File: config.mk
export PLATFORM = sky130hd
export DESIGN_NAME = s3em_queue
export DESIGN_NICKNAME = d
export VERILOG_FILES = /design/src/so3_exponential_map_defines.svh /design/src/s3em_pkg.sv /design/src/s3em_queue.sv
export SDC_FILE = /design/constraint.sdc
export NUM_CORES = 1
export LEC_CHECK = 0
export ABC_AREA = 1
export BUFFER_PORTS_ARGS = -buffer_cell sky130_fd_sc_hd__buf_4
export CORE_ASPECT_RATIO = 0.6
export CORE_MARGIN = 2
export CORE_UTILIZATION = 52
export CTS_CLUSTER_DIAMETER = 80
export DETAILED_ROUTE_END_ITERATION = 7
export HOLD_SLACK_MARGIN = 0.05
export PLACE_DENSITY = 0.82
export RECOVER_POWER = 50
export SYNTH_ARGS = -nofsm -noshare
export SYNTH_HDL_FRONTEND = slang
export SYNTH_SLANG_ARGS = --single-unit
File: constraint.sdc
create_clock -name clk -period 7.75 [get_ports clk]
set_clock_uncertainty 0.15 [all_clocks]
set_input_delay 1.55 -clock clk [delete_from_list [all_inputs] [get_ports clk]]
set_output_delay 1.55 -clock clk [all_outputs]
set_load 0.005 [all_outputs]
File: src/so3_exponential_map_defines.svh
// ----------------------------------------------------------------------------
// SO(3) exponential map: assertion macros
// Shared helpers that wrap concurrent assertions in a reset-aware form.
// ----------------------------------------------------------------------------
`ifndef SO3_EXPONENTIAL_MAP_DEFINES_SVH
`define SO3_EXPONENTIAL_MAP_DEFINES_SVH

// Property that must hold on every clock edge outside reset.
`define S3EM_ASSERT(label, clk, rst_n, expr) \
    label: assert property (@(posedge clk) disable iff (!rst_n) (expr)) \
        else $error("s3em: check failed");

// Same-cycle implication.
`define S3EM_ASSERT_IMPL(label, clk, rst_n, ante, cons) \
    label: assert property (@(posedge clk) disable iff (!rst_n) (ante) |-> (cons)) \
        else $error("s3em: implication failed");

// Next-cycle implication.
`define S3EM_ASSERT_NEXT(label, clk, rst_n, ante, cons) \
    label: assert property (@(posedge clk) disable iff (!rst_n) (ante) |=> (cons)) \
        else $error("s3em: sequence failed");

`endif

File: src/s3em_pkg.sv
// ----------------------------------------------------------------------------
// SO(3) exponential map: shared package
// Types, fixed-point constants and the sine series tables.
// ----------------------------------------------------------------------------
package s3em_pkg;

    localparam int THRESH_W = 29;
    localparam logic [THRESH_W-1:0] THRESH_RESET = 29'd268;

    // Register address decode uses the word index bit.
    localparam logic REG_SMALL_THRESH = 1'b0;

    localparam logic [30:0] ONE_Q30     = 31'h4000_0000;
    localparam logic [35:0] PI_Q32      = 36'h3_243F_6A89;
    localparam logic [35:0] HALF_PI_Q32 = 36'h1_921F_B544;
    localparam logic [35:0] TWO_PI_Q32  = 36'h6_487E_D511;

    // Horner steps are indexed 6 down to 0 for series terms k = 7 down to 1.
    localparam logic [2:0] SINE_FIRST = 3'd6;

    typedef struct packed {
        logic signed [31:0] vx;
        logic signed [31:0] vy;
        logic signed [31:0] vz;
        logic [63:0]        sumsq;
    } q_item_t;

    typedef struct packed {
        logic              small_angle;
        logic [8:0][31:0]  r;
    } res_t;

    // Divisor 2k(2k+1) of the series term.
    function automatic logic [7:0] sine_div(input logic [2:0] kidx);
        logic [7:0] d;
        unique case (kidx)
            3'd0:    d = 8'd6;
            3'd1:    d = 8'd20;
            3'd2:    d = 8'd42;
            3'd3:    d = 8'd72;
            3'd4:    d = 8'd110;
            3'd5:    d = 8'd156;
            default: d = 8'd210;
        endcase
        return d;
    endfunction

    // floor(2^32 / divisor), used for the reciprocal multiply.
    function automatic logic [29:0] sine_recip(input logic [2:0] kidx);
        logic [29:0] m;
        unique case (kidx)
            3'd0:    m = 30'd715827882;
            3'd1:    m = 30'd214748364;
            3'd2:    m = 30'd102261126;
            3'd3:    m = 30'd59652323;
            3'd4:    m = 30'd39045157;
            3'd5:    m = 30'd27531841;
            default: m = 30'd20452225;
        endcase
        return m;
    endfunction

endpackage

File: src/s3em_queue.sv
// ----------------------------------------------------------------------------
// SO(3) exponential map: item queue
// Small register FIFO between the front stage and the compute core.
// ----------------------------------------------------------------------------
module s3em_queue #(
    parameter int DEPTH = 4
) (
    input  logic              clk,
    input  logic              rst_n,
    input  logic              push_valid,
    output logic              push_ready,
    input  s3em_pkg::q_item_t push_item,
    output logic              pop_valid,
    input  logic              pop,
    output s3em_pkg::q_item_t pop_item
);

    localparam int AW = (DEPTH > 1) ? $clog2(DEPTH) : 1;
    localparam int CW = $clog2(DEPTH + 1);

    s3em_pkg::q_item_t mem_reg [DEPTH];
    logic [AW-1:0]     wr_ptr_reg;
    logic [AW-1:0]     rd_ptr_reg;
    logic [CW-1:0]     count_reg;
    logic              do_push;
    logic              do_pop;

    assign push_ready = count_reg != CW'(DEPTH);
    assign pop_valid  = count_reg != '0;
    assign do_push    = push_valid && push_ready;
    assign do_pop     = pop && pop_valid;
    assign pop_item   = mem_reg[rd_ptr_reg];

    always_ff @(posedge clk or negedge rst_n)
    begin
        if (!rst_n)
        begin
            wr_ptr_reg <= '0;
            rd_ptr_reg <= '0;
            count_reg  <= '0;
        end
        else
        begin
            if (do_push)
            begin
                wr_ptr_reg <= (wr_ptr_reg == AW'(DEPTH - 1)) ? '0 : wr_ptr_reg + 1'b1;
            end
            if (do_pop)
            begin
                rd_ptr_reg <= (rd_ptr_reg == AW'(DEPTH - 1)) ? '0 : rd_ptr_reg + 1'b1;
            end
            if (do_push && !do_pop)
            begin
                count_reg <= count_reg + 1'b1;
            end
            else if (do_pop && !do_push)
            begin
                count_reg <= count_reg - 1'b1;
            end
        end
    end

    always_ff @(posedge clk)
    begin
        if (do_push)
        begin
            mem_reg[wr_ptr_reg] <= push_item;
        end
    end

endmodule

==> impl_metrics.ini <==
[critical_path]
critical_path.cell_chain = buf_12 -> nand2_1 -> o211ai_1 -> nand2_1 -> buf_4
critPathMaxStageDelay_ns = 2.20
cp.required_ns = 6.05
slowest_stage = dfrtp_1
start_kind = flip-flop
cp-end-kind = output port
crit_fanout = 208
crit_top_cell = nand2_1
crit_type = reg2out
arrival_ns = 4.23

[route]
drc = 0
drt_pre_antenna_iters = 7
postRouteAntennaNets = 0
viasPerCell = 5.26
avgRoutedWirePerCell_um = 18.2
first_iter_violations = 1038
vias = 15300
totalWireLength_um = 52900

[die]
ios = 326
die_y_um = 176
die_width_um = 290
core_area_um2 = 48200
num_rows = 62
start_util_pct = 53.1
die_area_um2 = 51000

[logic_synthesis]
netlist_instances = 1925
synth_top_area_cell = edfxtp_1
yosysSeqAreaShare_pct = 75.8
syn_nets = 2096
ys_types = 17
yosys_warnings = 0
yosys-top-cells-area = edfxtp_1 (75%), o211ai_1 (9.4%), nand2_1 (7.3%), inv_1 (4.9%), buf_2 (1.4%)
avgSynthCellArea_um2 = 13.3
synth_top_area_share_pct = 75.1
synth_area_um2 = 25600
synth_seq_cells = 647

[clock_tree]
path_clk_slew_ns = 0.06
clk_path_buf_depth = 3
cts.sinks = 647
post_cts_buffers = 0
cts_max_level = 2
clkLatencyLatePin_ns = 0.59
cts_tree = yes
cts_resized = 0
cts_root_buffer = clkbuf_16
holdBufCountCts = 0
cts_buffers = 56

[grt]
busiest_layer = met2
grtUsageTotal_pct = 20.5
grt_util_met1_pct = 25.5
grt_max_degree = 220
use_met3_pct = 4.47
grt.met2_usage_pct = 35.6
grt_pass1_wl_um = 82300
grt_pass1_vias = 15400
gr-total-overflow = 0
antenna_found_initial = 7

[layout]
layout_common_cells = edfxtp_1 (640), nand2_1 (495), inv_1 (333)
nFillCells = 3578
final_common_cell = edfxtp_1
instances_no_fill = 2908
finish.net_count = 2391
largest_register_ffs = 640
drive_above_1_share_pct = 11.7
area_growth_pct = 16.2

[placed_design]
portBuffers = 325
globalplace.congestion = 0.757
dp_cells = 2802
hpwl_um = 30500

[sta]
rsz0062_at_grt = false
relSlewSlack_pct = -120
fin_crit_ns = 5.93
slew_viol_final = 275
max_slew.worst_pin.slew_ns = 3.30
finalSetupTns_ns = 0
final_hold_viol_count = 0
min_period_over_period_pct = 76.5
max_freq_mhz = 169
setup_violations = 0

[power]
vdd_drop_max_v = 0.000233
p_leak_uw = 0.0113
power-per-cell-area_nw_per_um2 = 381

[outcome]
run_status = complete, but fails checks
violations = capacitance limit, slew limit

[hold_path]
hold_path.class = reg2reg

[flow_run]
drv_cap = 5
cell usage after synthesis:
cell type,n
inv_2,1
o21ai_0,1
o211ai_1,320
buf_2,69
nor2_1,6
ha_1,6
nand3_1,7
buf_1,3
nand4_1,1
nand2_1,495
inv_1,333
edfxtp_1,640
fa_1,1
dfrtp_1,7
buf_4,3
xnor2_1,1
clkbuf_1,31
report_power, final:
part           internal (uW)  switching (uW)
sequential              4610             253
combinational           1450            2240
clock                   1560            1210
total                   7620            3690
critical path, delay by kind of cell, from the launching register on:
kind / cells / cell delay [ns]
AO/OA/AOI/OAI: 1 / 0.15
buffers and inverters: 2 / 0.74
flip-flops: 1 / 2.20
AND/OR/NAND/NOR: 2 / 0.34
through the flow:
step                      hold slack (ns)  total power [uW]  utilization [%]  area [um2]  setup WS, ns
after floorplan                     0.313              7070                -       25600         -1.42
after global placement              0.327              8510             59.2       28500          3.53
after detailed placement            0.355              8670             59.2       28500          3.49
after CTS                           0.369             11500             63.0       30400          2.94
after global routing                0.402             12000             61.7       29700          1.53
final                               0.366             11300             61.7       29700          1.82
layer usage:
layer | vias up | part of all wire [%]
li1 | 7301 | -
met1 | 7424 | 39
met2 | 442 | 51
met3 | 117 | 6.7
met4 | 4 | 3.2
met5 | - | 0.057
logic make-up after synthesis:
kind of cell,Yosys count,share of synthesized area [%]
and+or+nand+nor,509,7.51
buffers and inverters,440,6.84
xor gates and xnor gates,1,0.0343
AOI/OAI and AO/OA,321,9.41
adders and majority gates,7,0.372
DFF,647,75.8
layout make-up:
class | instances | area (um2) | area share (%)
Sequential cell | 647 | 19400 | 65.2
Multi-Input combinational cell | 838 | 4460 | 15.0
Timing Repair Buffer | 343 | 1990 | 6.69
Clock buffer | 63 | 1430 | 4.80
Inverter | 334 | 1260 | 4.23
Tap cell | 640 | 801 | 2.69
Clock inverter | 38 | 388 | 1.30
Antenna cell | 5 | 12.5 | 0.0421
worst paths after layout:
path / start / endpoint / slack [ns] / cells past startpoint
worst max-delay path: rd_ptr_reg[0]$_DFFE_PN0P_ / pop_item[135] / 1.82 / 5
worst min-delay path: count_reg[2]$_DFFE_PN0P_ / count_reg[2]$_DFFE_PN0P_ / 0.37 / 2
worst max register to register: count_reg[0]$_DFFE_PN0P_ / mem_reg[2][70]$_DFFE_PP_ / 2.62 / 6
worst min register to register: count_reg[2]$_DFFE_PN0P_ / count_reg[2]$_DFFE_PN0P_ / 0.37 / 2
max in group asynchronous: rst_n / rd_ptr_reg[1]$_DFFE_PN0P_ / 6.43 / 1
min in group asynchronous: rst_n / count_reg[0]$_DFFE_PN0P_ / 0.71 / 1
No activity file was read; power rests on OpenSTA's default activity.
